$ cat config.mk
export PLATFORM = sky130hd
export DESIGN_NAME = distance_vector_table_update
export DESIGN_NICKNAME = d
export VERILOG_FILES = /design/src/hw/rtl/dvtu_pkg.sv /design/src/hw/rtl/dvtu_fifo.sv /design/src/hw/rtl/dvtu_front.sv /design/src/hw/rtl/dvtu_back.sv /design/src/hw/rtl/distance_vector_table_update.sv
export SDC_FILE = /design/constraint.sdc
export NUM_CORES = 1
export LEC_CHECK = 0
export ABC_AREA = 0
export BUFFER_PORTS_ARGS = -buffer_cell sky130_fd_sc_hd__buf_2
export CORE_AREA = 2 2 192 194
export CTS_CLUSTER_DIAMETER = 100
export DETAILED_ROUTE_END_ITERATION = 8
export DIE_AREA = 0 0 194 196
export PLACE_DENSITY = 0.86
export SLEW_MARGIN = 20
export SYNTH_ARGS = -nofsm -noshare
export SYNTH_HDL_FRONTEND = slang
export SYNTH_SLANG_ARGS = --single-unit
$ cat constraint.sdc
create_clock -name clk -period 6.65 [get_ports clk]
set_clock_uncertainty 0.1 [all_clocks]
set_input_delay 0.665 -clock clk [delete_from_list [all_inputs] [get_ports clk]]
set_output_delay 0.665 -clock clk [all_outputs]
set_load 0.05 [all_outputs]
$ cat src/hw/rtl/dvtu_pkg.sv
// ----------------------------------------------------------------------------
// dvtu_pkg
// Shared types and constants of the distance-vector table update engine.
// ----------------------------------------------------------------------------
package dvtu_pkg;

  localparam int NODE_COUNT = 16;
  localparam int DIST_BITS  = 16;
  localparam int NODE_BITS  = 4;
  localparam int HOP_BITS   = 5;

  localparam logic [DIST_BITS-1:0] DIST_UNREACH = {DIST_BITS{1'b1}};
  localparam logic [HOP_BITS-1:0]  NO_ROUTE     = HOP_BITS'(NODE_COUNT);

  // operation codes
  localparam logic OP_UPDATE = 1'b0;
  localparam logic OP_READ   = 1'b1;

  // register index of own_index
  localparam logic REG_OWN_INDEX = 1'b0;

  typedef struct packed {
    logic                 operation;
    logic [NODE_BITS-1:0] sender;
    logic [15:0]          link_cost;
    logic [NODE_BITS-1:0] dest;
    logic [DIST_BITS-1:0] advertised_distance;
    logic                 last;
  } in_item_t;

  typedef struct packed {
    logic [NODE_BITS-1:0] entry_dest;
    logic [DIST_BITS-1:0] entry_distance;
    logic [HOP_BITS-1:0]  entry_next_hop;
    logic                 updated;
    logic                 vector_changed;
    logic                 result_last;
  } out_item_t;

  // class of a queued item as decided by the front end
  typedef enum logic [1:0] {
    KIND_OWN,
    KIND_NO_DEST,
    KIND_RELAX,
    KIND_LOOKUP
  } kind_t;

  typedef struct packed {
    kind_t                kind;
    logic                 is_update;
    logic [NODE_BITS-1:0] dest;
    logic [NODE_BITS-1:0] sender;
    logic [DIST_BITS-1:0] via;
    logic                 last;
  } work_t;

endpackage

$ cat src/hw/rtl/dvtu_fifo.sv
// ----------------------------------------------------------------------------
// dvtu_fifo
// Small register-based queue with full and empty flags.
// ----------------------------------------------------------------------------
module dvtu_fifo #(
  parameter int WIDTH = 8,
  parameter int DEPTH = 2
) (
  input  logic             clk,
  input  logic             rst,
  input  logic             wr_en,
  input  logic [WIDTH-1:0] wr_data,
  output logic             full,
  input  logic             rd_en,
  output logic [WIDTH-1:0] rd_data,
  output logic             empty
);

  localparam int AW = (DEPTH > 1) ? $clog2(DEPTH) : 1;
  localparam int CW = $clog2(DEPTH + 1);

  logic [WIDTH-1:0] mem [DEPTH];
  logic [AW-1:0]    wr_ptr;
  logic [AW-1:0]    rd_ptr;
  logic [CW-1:0]    count;
  logic             do_wr;
  logic             do_rd;

  assign full    = (count == CW'(DEPTH));
  assign empty   = (count == '0);
  assign do_wr   = wr_en && !full;
  assign do_rd   = rd_en && !empty;
  assign rd_data = mem[rd_ptr];

  always_ff @(posedge clk) begin
    if (do_wr) begin
      mem[wr_ptr] <= wr_data;
    end
  end

  always_ff @(posedge clk) begin
    if (rst) begin
      wr_ptr <= '0;
      rd_ptr <= '0;
      count  <= '0;
    end else begin
      if (do_wr) begin
        wr_ptr <= (wr_ptr == AW'(DEPTH - 1)) ? '0 : wr_ptr + 1'b1;
      end
      if (do_rd) begin
        rd_ptr <= (rd_ptr == AW'(DEPTH - 1)) ? '0 : rd_ptr + 1'b1;
      end
      if (do_wr && !do_rd) begin
        count <= count + 1'b1;
      end else if (do_rd && !do_wr) begin
        count <= count - 1'b1;
      end
    end
  end

endmodule

$ cat src/hw/rtl/dvtu_front.sv
// ----------------------------------------------------------------------------
// dvtu_front
// Classify an incoming item and form its saturated path cost.
// ----------------------------------------------------------------------------
module dvtu_front (
  input  dvtu_pkg::in_item_t              request,
  input  logic [dvtu_pkg::NODE_BITS-1:0]  own_index,
  output dvtu_pkg::work_t                 work
);
  import dvtu_pkg::*;

  logic [DIST_BITS:0] sum;
  logic [DIST_BITS-1:0] via;
  logic is_update;
  logic sender_ok;

  assign sum       = {1'b0, DIST_BITS'(request.link_cost)}
                   + {1'b0, request.advertised_distance};
  assign is_update = (request.operation == OP_UPDATE);
  assign sender_ok = (int'(request.sender) < NODE_COUNT);

  // saturate to the unreachable code
  always_comb begin
    if (request.advertised_distance == DIST_UNREACH) begin
      via = DIST_UNREACH;
    end else if (sum >= {1'b0, DIST_UNREACH}) begin
      via = DIST_UNREACH;
    end else begin
      via = sum[DIST_BITS-1:0];
    end
  end

  always_comb begin
    work.is_update = is_update;
    work.dest      = request.dest;
    work.sender    = request.sender;
    work.via       = via;
    work.last      = request.last;
    priority if (request.dest == own_index) begin
      work.kind = KIND_OWN;
    end else if (int'(request.dest) >= NODE_COUNT) begin
      work.kind = KIND_NO_DEST;
    end else if (is_update && sender_ok) begin
      work.kind = KIND_RELAX;
    end else begin
      work.kind = KIND_LOOKUP;
    end
  end

endmodule

$ cat src/hw/rtl/dvtu_back.sv
// ----------------------------------------------------------------------------
// dvtu_back
// Relax one table entry per item and build the result item.
// ----------------------------------------------------------------------------
module dvtu_back (
  input  logic                            clk,
  input  logic                            rst,
  input  logic                            valid,
  input  dvtu_pkg::work_t                 work,
  input  logic [dvtu_pkg::NODE_BITS-1:0]  own_index,
  output dvtu_pkg::out_item_t             result
);
  import dvtu_pkg::*;

  logic [DIST_BITS-1:0] distance_table [NODE_COUNT];
  logic [HOP_BITS-1:0]  next_hop_table [NODE_COUNT];
  logic                 change_acc;

  logic [DIST_BITS-1:0] dist_rd;
  logic [HOP_BITS-1:0]  hop_rd;
  logic                 lower;
  logic                 change_any;

  assign dist_rd    = distance_table[work.dest];
  assign hop_rd     = next_hop_table[work.dest];
  assign lower      = (work.kind == KIND_RELAX) && (work.via < dist_rd);
  assign change_any = change_acc || lower;

  always_comb begin
    result.entry_dest     = work.dest;
    result.updated        = lower;
    result.result_last    = work.last;
    result.vector_changed = work.is_update && work.last && change_any;
    unique case (work.kind)
      KIND_OWN: begin
        result.entry_distance = '0;
        result.entry_next_hop = HOP_BITS'(own_index);
      end
      KIND_NO_DEST: begin
        result.entry_distance = DIST_UNREACH;
        result.entry_next_hop = NO_ROUTE;
      end
      KIND_RELAX: begin
        result.entry_distance = lower ? work.via : dist_rd;
        result.entry_next_hop = lower ? HOP_BITS'(work.sender) : hop_rd;
      end
      default: begin
        result.entry_distance = dist_rd;
        result.entry_next_hop = hop_rd;
      end
    endcase
  end

  always_ff @(posedge clk) begin
    if (rst) begin
      for (int i = 0; i < NODE_COUNT; i++) begin
        distance_table[i] <= DIST_UNREACH;
        next_hop_table[i] <= NO_ROUTE;
      end
      change_acc <= 1'b0;
    end else if (valid) begin
      if (lower) begin
        distance_table[work.dest] <= work.via;
        next_hop_table[work.dest] <= HOP_BITS'(work.sender);
      end
      // close the vector on its last element
      if (work.is_update) begin
        change_acc <= work.last ? 1'b0 : change_any;
      end
    end
  end

endmodule

$ cat src/hw/rtl/distance_vector_table_update.sv
// Path: an accepted item is held in the work queue; the back end then writes
//   its result into the result queue, from which it can be popped.
// Throughput: one item per cycle while the result queue has room, set by the
//   back end's table read, compare and write, whose write the next item sees.
// Reset: synchronous; both queues empty, every table entry unreachable with
//   no route, own_index 0, no clearing pass.
// ----------------------------------------------------------------------------
// distance_vector_table_update
// Distance-vector routing table engine for one router. Update items relax
// one entry with the sender's advertised distance plus the link cost; read
// items report one entry. A front end classifies each item and computes the
// saturated path cost, a two-entry queue decouples it from the back end that
// owns the tables, and a two-entry result queue decouples the consumer.
// ----------------------------------------------------------------------------
module distance_vector_table_update (
  input  logic                 clk,
  input  logic                 rst,
  // item side
  input  logic                 push,
  output logic                 full,
  input  dvtu_pkg::in_item_t   request,
  // result side
  output logic                 empty,
  input  logic                 pop,
  output dvtu_pkg::out_item_t  result,
  // configuration
  input  logic                 psel,
  input  logic                 penable,
  input  logic                 pwrite,
  input  logic [2:0]           paddr,
  input  logic [31:0]          pwdata,
  output logic [31:0]          prdata,
  output logic                 pready
);
  import dvtu_pkg::*;

  localparam int WORK_W = $bits(work_t);
  localparam int OUT_W  = $bits(out_item_t);

  logic [NODE_BITS-1:0] own_index;
  work_t                work_in;
  work_t                work_q;
  logic                 work_empty;
  logic                 out_full;
  logic                 back_go;
  out_item_t            back_result;
  logic [OUT_W-1:0]     result_bits;
  logic [WORK_W-1:0]    work_bits;

  // Configuration: single register, own_index, at addresses 0 to 3 (paddr[2] low).
  assign pready = 1'b1;

  always_ff @(posedge clk) begin
    if (rst) begin
      own_index <= '0;
    end else if (psel && penable && pwrite && pready && (paddr[2] == REG_OWN_INDEX)) begin
      own_index <= pwdata[NODE_BITS-1:0];
    end
  end

  always_comb begin
    prdata = '0;
    if (paddr[2] == REG_OWN_INDEX) begin
      prdata[NODE_BITS-1:0] = own_index;
    end
  end

  // Front end: classify and form the candidate distance.
  dvtu_front u_front (
    .request   (request),
    .own_index (own_index),
    .work      (work_in)
  );

  // Work queue between front and back.
  dvtu_fifo #(
    .WIDTH (WORK_W),
    .DEPTH (2)
  ) u_work_q (
    .clk     (clk),
    .rst     (rst),
    .wr_en   (push),
    .wr_data (work_in),
    .full    (full),
    .rd_en   (back_go),
    .rd_data (work_bits),
    .empty   (work_empty)
  );

  assign work_q = work_t'(work_bits);

  // Advance the back end whenever there is work and room for its result.
  assign back_go = !work_empty && !out_full;

  dvtu_back u_back (
    .clk       (clk),
    .rst       (rst),
    .valid     (back_go),
    .work      (work_q),
    .own_index (own_index),
    .result    (back_result)
  );

  // Result queue; hold results until popped.
  dvtu_fifo #(
    .WIDTH (OUT_W),
    .DEPTH (2)
  ) u_out_q (
    .clk     (clk),
    .rst     (rst),
    .wr_en   (back_go),
    .wr_data (back_result),
    .full    (out_full),
    .rd_en   (pop),
    .rd_data (result_bits),
    .empty   (empty)
  );

  assign result = out_item_t'(result_bits);

  // A lowered entry is always reachable and routed.
  a_upd_reachable: assert property (@(posedge clk) disable iff (rst)
    !empty && result.updated |-> result.entry_distance != DIST_UNREACH &&
                                 result.entry_next_hop != NO_ROUTE)
    else $error("updated result carries unreachable distance or no route");

  // The change flag only closes a vector.
  a_vchg_last: assert property (@(posedge clk) disable iff (rst)
    !empty && result.vector_changed |-> result.result_last)
    else $error("vector_changed without last");

  // Next hop is a node index or the no-route code.
  a_hop_range: assert property (@(posedge clk) disable iff (rst)
    !empty |-> result.entry_next_hop <= NO_ROUTE)
    else $error("next hop out of range");

  // The back end never advances into a full result queue.
  a_no_overrun: assert property (@(posedge clk) disable iff (rst)
    back_go |-> !out_full && !work_empty)
    else $error("back end advanced without room or work");

endmodule
Word-level counts from Yosys, hierarchy flattened:

Memory sizes are Yosys's and may differ from the RTL's. A register that Yosys moved wholly into a read port is not among the register bits.
Index checks and enable logic that the tools add are counted.

* logic and storage cells: 100
* bits in writable memories: 448
* output and inout bits: 63
* register bits after elaboration: 13
* input port bits: 84
* memories: 4

Memory list
* u_back.distance_table: depth 16, bits a word 16, read ports 1, clocked after memory_dff 0, wr ports 16, line dvtu_back.sv:15 `logic [DIST_BITS-1:0] distance_table [NODE_COUNT];`
* u_back.next_hop_table: depth 16, bits a word 5, read ports 1, clocked after memory_dff 0, wr ports 16, line dvtu_back.sv:16 `logic [HOP_BITS-1:0] next_hop_table [NODE_COUNT];`
* u_out_q.mem: depth 2, bits a word 28, read ports 1, clocked after memory_dff 1, wr ports 1, line dvtu_fifo.sv:22 `logic [WIDTH-1:0] mem [DEPTH];`
* u_work_q.mem: depth 2, bits a word 28, read ports 1, clocked after memory_dff 1, wr ports 1, line dvtu_fifo.sv:22

* bitwise operators: 2
* reduce and logical (&&, ||, !) cells: 32
* equal/unequal tests: 6
* $add $sub $neg: 9
* mux-type cells: 37
* order comparisons: 2

Operators with widths (count)
* $mux 16: 4
* $pmux 21 s3: 1
* $mux 1: 22
* $add 16x16->17: 1
* $ge 17x16->1 const B: 1
* $eq 16x16->1 const B: 1
* $lt 16x16->1: 1
* $reduce_or 16->1: 1
* $logic_and 1x1->1: 15
* $mux 4: 3
* $mux 2: 5
* $mux 5: 2
* $logic_not 1->1: 8
* $eq 2x2->1 const B: 3
* $logic_not 2->1: 3
* $reduce_or 5->1: 1
* $add 1x1->1 const B: 4
* $add 2x1->2 const B: 2
* $eq 4x4->1: 1
* $reduce_bool 2->1: 2
* $sub 2x1->2 const B: 2
* $eq 2x1->1 const B: 1
* $not 1->1: 2
* $reduce_and 2->1: 1
* $logic_or 1x1->1: 1

Longest topological paths before layout:

Gate-level depths: netlist of the first run.
An unclocked memory read counts as a cell.

* depth in word-level cells: 9
* gate-level depth with buffers: 17
* mapped depth without buffers: 13

Hierarchy:

From an unflattened synthesis of the first run, not the netlist that was laid out.

* cell total of the unflattened synthesis: 1596
* area total of the unflattened synthesis: 21938.5 um^2

By module, submodules not included
* dvtu_back: area an instance 15969.1 um^2, times used 1, seq. area each 9949.5 um^2, cells each 1170
* dvtu_fifo: area an instance 2234.6 um^2, times used 2, seq. area each 1781.7 um^2, cells each 112
* dvtu_front: area an instance 1044.8 um^2, times used 1, seq. area each 0.0 um^2, cells each 148
* distance_vector_table_update: area an instance 455.4 um^2, times used 1, seq. area each 80.1 um^2, cells each 54

Least setup slack after synthesis of the first run:

No wires, ideal clock.

* kind: register to register
* from: register with a tool-made name
* to: memory u_back.distance_table[0][0], enable pin
* library setup time: 0.377 ns
* data required time: 6.173 ns
* arrival: 4.901 ns
* cell stages (with the launch flop): 15
* clock period less this slack: 5.378 ns
* setup slack: 1.272 ns
* cells stage by stage: dfxtp_1 > buf_6 > mux2i_4 > inv_4 > buf_1 > mux4_2 > a221oi_1 > ha_1 > a21o_1 > a21o_1 > a221o_1 > or4_1 > o211ai_2 > clkbuf_1 > a41o_1

RTL lines (line)
* to (decl): dvtu_back.sv:15

==> reports/qor.txt, run 1 <==
Die area - 38000 µm²
Number of synthesized flops with an enable pin - 432
WP depth - 14
Top Ports - 147
Delay-heaviest family, CP - simple AND/OR/NAND/NOR gates
Global route overflow - 0
Arrival @ worst endpoint - 6.48 ns
Unrepaired setup endpoints after global routing - false
TritonCTS clock tree - built
Least-Margin Pin Slew - 1.29 ns
# rows - 70
Synth area leaders - edfxtp_1, mux4_2, nand2_1
Final Routed Wirelength - 55500 µm
Internal - 5750 µW
WP buf/inv - 3
Post-CTS setup buffer count - 0
R2R cell count - 14
Number of inserted diodes - 0
Met3 WL - 6820 µm
Post-CTS Hold Buffers - 0
Hold_sp - request[37]
Tcrit/Tclk final - 93.2%
Sequential share of power - 40.3%
Via density - 6.63
Power Dens Cells - 383 nW/µm²
CTS Buf Count - 44
CP max stage cell - a221oi_1
Initial DRC count - 1913
DP Wirelength - 34400 µm
Syn Inst Count - 1569
First-pass GRT wire length - 83700 µm
Largest net degree at the start of global routing - 65
Psw - 3330 µW
Drt pass-1 iters - 7
Vias in the first global route - 14500
Sw Share - 36.7%
Number of gates resized after CTS - 0
# DRC - 0
Synth Register Bits - 463
VDD IR-drop max - 0.000408 V
CTS clk-pin slew, worst paths - 0.06 ns
Core Box Area - 36100 µm²
Highest routed layer - met4
Crit end category - flop
GR Util All Layers - 29.1%
Hold Path End - u_work_q.mem[0][17]
Die H - 196 µm
Clock buffer depth - 3
Synthesized cell area - 21400 µm²
Initial antenna violation count - 0
Hold slack - 0.207 ns
Final Net Count - 1785
Commonest non-fill, non-tap cells in the layout - edfxtp_1, nand2_1, nor2_1
# Max-Cap Violations - 0
Relative slew slack - 13.9%
Metal1 wirelength - 18600 µm
Inst Count DP - 2088
DRT antenna net count - 0
Final Instance Area - 23700 µm²
Met2 wire len - 26800 µm
Final setup TNS - 0 ns
Starting Density - 59.3%
Slew Viols, Final - 0
H-tree depth - 2
Share of layout cells above drive strength 1 - 20.2%
Final Setup Violations - 0
Syn. warnings - 0
Syn Area/Cell - 13.6 µm²
Final Hold Fails - 0
# fillers - 2305
Combinational share of power - 33.9%
Outcome - complete, no violations
Power share of the clock group - 25.9%
Most Frequent Cell on Critical Path - buf_4
RR Endpoint - u_back.next_hop_table[3][0]
Startpoint Class - flop
Hold path cells - 1
RD Place Congestion - 0.885
Area Growth Syn to Fin - 10.9%
Post-synth cell types - 67
Crit-path cells - mux2i_4 -> inv_4 -> mux4_2 -> a22o_1 -> a221oi_1 -> ha_1 -> and4_1 -> a221o_1 -> or4_1 -> o211ai_2 -> buf_4 -> buf_4 -> nand3_1 -> nor2_1
Post-synthesis sequential area ratio - 63.6%
Fin worst setup slack - 0.453 ns
CP Max Fanout - 26
Port Buffers - 87
Clk root buf - clkbuf_16
Pre-CTS setup slack - 0.702 ns
R2R Setup Slk - 0.45 ns
Largest area contributor in the netlist - edfxtp_1
Post-layout min period - 6.20 ns
FFs w/ async S/R, synth - 0%
Dpl cell area - 22400 µm²
CTS Sinks - 463
WS Path Type - flop to flop
Die X - 194 µm
Leading cell type in the layout, fill and taps excluded - edfxtp_1
Vias post-DR - 14400
Dominant synthesized flop cell - edfxtp_1
Max frequency - 0.161 GHz
Req. time, crit path - 6.93 ns
Clk Latency, worst-skew pair - 0.56 ns
Synth top area share - 60.6%
Leakage - 0.00722 µW
Routed len/inst - 25.6 µm
Critical path's largest stage delay - 0.70 ns
Worst Hold Class - primary input to flop
Final Non-Filler Cells - 2169
[metrics by stage]
stage	util (%)	total power [µW]
final	65.7	9090
after global routing	65.7	9340
after CTS	65.7	8990
after detailed placement	62.0	6660
after global placement	62.0	6530
after floorplan	-	5830
[sequential cells by signal, indices dropped and copies added (netlist names), named ones only]
signal	cells
u_back.distance_table	256
u_back.next_hop_table	80
u_out_q.mem	56
u_work_q.mem	56
own_index	4
u_out_q.count	2
u_work_q.count	2
u_back.change_acc	1
u_out_q.rd_ptr	1
u_out_q.wr_ptr	1
u_work_q.rd_ptr	1
u_work_q.wr_ptr	1
[metal layers]
metal	track usage (%)	vias up
met5	0	-
met4	16.2	0
met3	6.00	250
met2	47.7	1185
met1	36.5	6950
li1	-	6000
[Yosys cell counts (all sizes together), types with 5 or more instances]
| master | instances |
|---|---|
| xnor2 | 7 |
| a41o | 16 |
| o21ai | 16 |
| inv | 42 |
| mux2i | 29 |
| mux2 | 30 |
| or3 | 7 |
| xor2 | 12 |
| a21oi | 15 |
| o21bai | 5 |
| nand2b | 7 |
| edfxtp | 432 |
| o21a | 6 |
| nor2 | 184 |
| mux4 | 82 |
| nand3 | 13 |
| a221o | 6 |
| a21o | 5 |
| buf | 79 |
| nand4 | 6 |
| clkbuf | 42 |
| dfxtp | 31 |
| a41oi | 17 |
| o22ai | 5 |
| a22oi | 9 |
| a221oi | 31 |
| nand2 | 314 |
| nor3 | 16 |
| a22o | 15 |
| ha | 33 |
| and2 | 6 |
| nor2b | 8 |
[cell type report]
class | instances | area [µm²] | area share, %
multi-input cells | 969 | 7010 | 29.5
clock buffers | 64 | 1240 | 5.22
inverters | 43 | 164 | 0.691
flip-flops and latches | 463 | 13600 | 57.3
well taps | 468 | 586 | 2.47
repair buffers | 146 | 1050 | 4.44
clock inverters | 16 | 81.3 | 0.343
[cell families (layout without fill, tap and decap cells)]
logic type	count (synthesis)	after routing	synth area share [%]
buffers and inverters	164	269	4.49
muxes	141	141	11.6
DFF	463	463	63.6
adders and majority gates	34	34	2.02
xor gates and xnor gates	19	19	0.778
other	2	29	0.0351
and+or+nand+nor	580	580	11.3
AOI/OAI and AO/OA	166	166	6.17
[worst max path at each step]
stage                     startpoint                          end  slack, ns
after floorplan                 flop  u_back.distance_table[0][0]       1.27
after global placement          flop  u_back.next_hop_table[1][2]       0.88
after detailed placement        flop  u_back.next_hop_table[0][0]       0.70
after CTS                       flop  u_back.next_hop_table[3][3]       0.65
after global routing            flop  u_back.next_hop_table[2][0]       0.29
final                           flop  u_back.next_hop_table[3][0]       0.45
[power by group through the flow]
stage               Combinational (µW)  Sequential [µW]  Clock, µW
finish                            3080             3660       2350
global route                      3220             3670       2450
CTS                               3000             3660       2330
detailed placement                2950             3710          0
global placement                  2840             3690          0
floorplan                         2160             3670          0
Note: power is estimated with default switching activity, not from simulation.
==> run 2, diff against run 1 <==
Settings changed: ABC_AREA 0 to 1, CORE_AREA 2 2 192 194 to 2 2 193 195, DIE_AREA 0 0 194 196 to 0 0 195 197.
==> run 2 against run 1 <==
Net effect:
- final area grew 1.5%
- worst hold slack lost 0.015 ns
- synthesized cell count grew 31%
- flip-flop and latch count is the same
- critical path depth grew 5
- clock power grew 9.8%
- global-route usage shrank 1.9 points
- core utilization grew 0.63 points
- sequential power is essentially flat
- sequential share of layout area shrank 0.83 points
- first-iteration DRC count grew 16%
- largest power group is now combinational logic
==> reports/qor.txt, run 2 <==
Outcome - complete, no violations
# rows - 70 (unchanged)
Syn Inst Count - 2057 (+31%)
Inst Count DP - 2554 (+22%)
Largest area contributor in the netlist - edfxtp_1
Post-Synth Adder-Cell Area - 2.00% (-0.019 points)
Leakage - 0.00843 µW (+17%)
Leading cell type in the layout, fill and taps excluded - nand2_1
Arrival @ worst endpoint - 6.26 ns (-0.22 ns)
Share of layout cells above drive strength 1 - 14.7% (-5.5 points)
Global route overflow - 0 (unchanged)
Fraction of synthesized area in multiplexers - 1.69% (-9.9 points)
Final Total Pwr - 10800 µW (+19%)
CTS Sinks - 463 (unchanged)
GR Util All Layers - 27.2% (-1.9 points)
Post-synth cell types - 46 (-31%)
Final Hold Fails - 0 (unchanged)
Die X - 195 µm (+0.52%)
Synth Register Bits - 463 (unchanged)
Initial DRC count - 2217 (+16%)
Via density - 6.13 (-7.5%)
R2R cell count - 19 (+5)
Starting Density - 59.6% (+0.28 points)
CTS Buf Count - 46 (+4.5%)
Synth area leaders - edfxtp_1, nand2_1, nand3_1
Synth top cells by count - nand2_1, edfxtp_1, nand3_1, nor2_1, inv_1
Req. time, crit path - 6.81 ns (-0.12 ns)
Psw - 4420 µW (+33%)
Final Net Count - 2252 (+26%)
Syn Area/Cell - 10.5 µm² (-23%)
Number of synthesized flops with an enable pin - 432 (unchanged)
Combinational share of power - 41.9% (+8.0 points)
Top Ports - 147 (unchanged)
Synth Area in Compound Gates - 7.05% (+0.89 points)
Post-CTS Hold Buffers - 0 (unchanged)
Crit end category - flop
Unrepaired setup endpoints after global routing - false
Syn. warnings - 0 (unchanged)
Die H - 197 µm (+0.51%)
Post-CTS setup buffer count - 0 (unchanged)
Relative slew slack - 31.8% (+18 points)
Number of inserted diodes - 0 (unchanged)
CP Max Fanout - 31 (+19%)
Final Routed Wirelength - 52300 µm (-5.9%)
FFs w/ async S/R, synth - 0% (unchanged)
RD Place Congestion - 0.940 (+6.2%)
Final setup TNS - 0 ns (unchanged)
# Max-Cap Violations - 0 (unchanged)
Routed len/inst - 19.8 µm (-23%)
TritonCTS clock tree - built
Tcrit/Tclk final - 91.8% (-1.4 points)
# DRC - 0 (unchanged)
Worst Hold Class - primary input to flop
Largest family of logic cells by synthesized area - simple AND/OR/NAND/NOR gates
Power share of the clock group - 23.9% (-2.0 points)
VDD IR-drop max - 0.000228 V (-44%)
Die area - 38400 µm² (+1.0%)
Number of flip-flops in the largest register - 256 (unchanged)
Post-Synth XOR/XNOR Area - 0.730% (-0.048 points)
Dominant synthesized flop cell - edfxtp_1
Count leader, synth - nand2_1
Hold_sp - request[40]
Initial antenna violation count - 0 (unchanged)
R2R Setup Slk - 0.55 ns (+0.09 ns)
Drt pass-1 iters - 8 (+1)
Post-layout min period - 6.10 ns (-0.0938 ns)
Commonest non-fill, non-tap cells in the layout - nand2_1, edfxtp_1, nand3_1
Vias post-DR - 16200 (+12%)
Sw Share - 41.0% (+4.3 points)
Clock buffer depth - 3 (unchanged)
Area Growth Syn to Fin - 11.5%
Clk Latency, worst-skew pair - 0.56 ns (about the same)
Synthesized cell area - 21600 µm² (+0.97%)
Port Buffers - 87 (unchanged)
Startpoint Class - flop
DRT antenna net count - 0 (unchanged)
Post-synthesis sequential area ratio - 62.9% (-0.61 points)
DP Wirelength - 34100 µm (-0.77%)
Largest net degree at the start of global routing - 81 (+25%)
Number of gates resized after CTS - 0 (unchanged)
Clk root buf - clkbuf_16
WS Path Type - flop to flop
Sequential share of power - 34.2% (-6.1 points)
First-pass GRT wire length - 81800 µm (-2.3%)
Final Non-Filler Cells - 2638 (+22%)
Least-Margin Pin Slew - 1.02 ns (-0.272 ns)
Max frequency - 0.164 GHz (+1.5%)
Top Registers - u_back.distance_table x256, u_back.next_hop_table x80
Power Dens Cells - 448 nW/µm² (+17%)
Simple-gate area share of the yosys netlist - 19.6% (+8.2 points)
Vias in the first global route - 15800 (+8.9%)
Final Setup Violations - 0 (unchanged)
Synth top area share - 60.1% (-0.58 points)
CTS clk-pin slew, worst paths - 0.06 ns (about the same)
Most flops, register - u_back.distance_table
Internal - 6370 µW (+11%)
Hold path cells - 1 (unchanged)
Core Box Area - 36300 µm² (+0.49%)
RR Endpoint - u_back.distance_table[3][10]
Slew Viols, Final - 0 (unchanged)
H-tree depth - 2 (unchanged)
Hold Path End - u_work_q.mem[1][20]
-- run 2: cell types whose count changed after synthesis, moves of 23 or more --
cell      previous run  this run
a221oi_1            31         0
clkbuf_1            42        84
or2_2                3        30
nand2_1            314       478
inv_1               41       134
o21ai_0             16        47
a31oi_1              1        41
a21oi_1             15        40
mux4_2              82         0
mux2i_1             28         5
a22oi_1              9        73
nor2_1             183       145
buf_6               28         2
nand3_1             13       265
-- run 2: how the worst max path moves through the flow --
| stage | startpoint | endpoint | slack [ns] | cells past startpoint |
|---|---|---|---|---|
| final | flop | u_back.distance_table[3][10] | 0.55 | 19 |
| after global routing | flop | u_back.distance_table[9][6] | 0.32 | 19 |
| after CTS | flop | u_back.distance_table[3][0] | 0.69 | 19 |
| after detailed placement | flop | u_back.distance_table[3][0] | 0.76 | 19 |
| after global placement | flop | u_back.distance_table[13][15] | 0.95 | 19 |
| after floorplan | flop | u_back.distance_table[0][0] | 2.01 | 21 |
-- run 2: kinds of logic after synthesis --
logic type / count (synthesis)
simple gates: 964
flops: 463
fa+ha+maj: 34
buf+inv: 297
mux: 33
other cells: 2
compound gates: 246
xor+xnor: 18
-- run 2: worst max-delay path: stages, from the launching register on --
cell and delay (ns):
dfxtp_1 0.41, buf_4 0.28, o21ai_4 0.83, nor2_4 0.33, inv_1 0.58, o22ai_1 0.15
o21ai_0 0.45, nand4_1 0.23, ha_1 0.33, nand2_1 0.07, nand2_1 0.05, nand2_1 0.05
nand2_1 0.06, nand2_1 0.06, nand2_1 0.06, nand2_2 0.07, buf_4 0.25, nand3_2 0.49
nor3_4 0.77, nand2_1 0.16
-- run 2: layout make-up --
type	count	area, µm²
fill	2508	12200
tap	468	586
clock inverter	18	170
inverter	144	541
timing repair buffer	155	958
sequential	463	13600
multi-input combinational	1324	6880
clock buffer	66	1340
-- run 2: power groups by stage --
stage                     Sequential (µW)  Combinational (µW)  Clock (µW)
after floorplan                      3730                3080           0
after global placement               3730                4200           0
after detailed placement             3750                4370           0
after CTS                            3690                4410        2580
after global routing                 3710                4860        2700
final                                3690                4520        2580
-- run 2: per-stage QoR --
step	utilization, %	setup WS [ns]	instance area [µm²]	hold slack, ns
6_report	66.4	0.546	24100	0.192
5_1_grt	66.4	0.318	24100	0.185
4_1_cts	66.4	0.691	24100	0.193
3_5_place_dp	62.2	0.762	22600	0.347
3_3_place_gp	62.2	0.954	22500	0.337
2_1_floorplan	-	2.01	21700	0.325
-- run 2: layer usage --
metal	GRT usage [%]	wire (µm)
met4	10.8	1760
met2	45.0	25000
met5	0	0
met3	6.18	7070
met1	35.1	18400
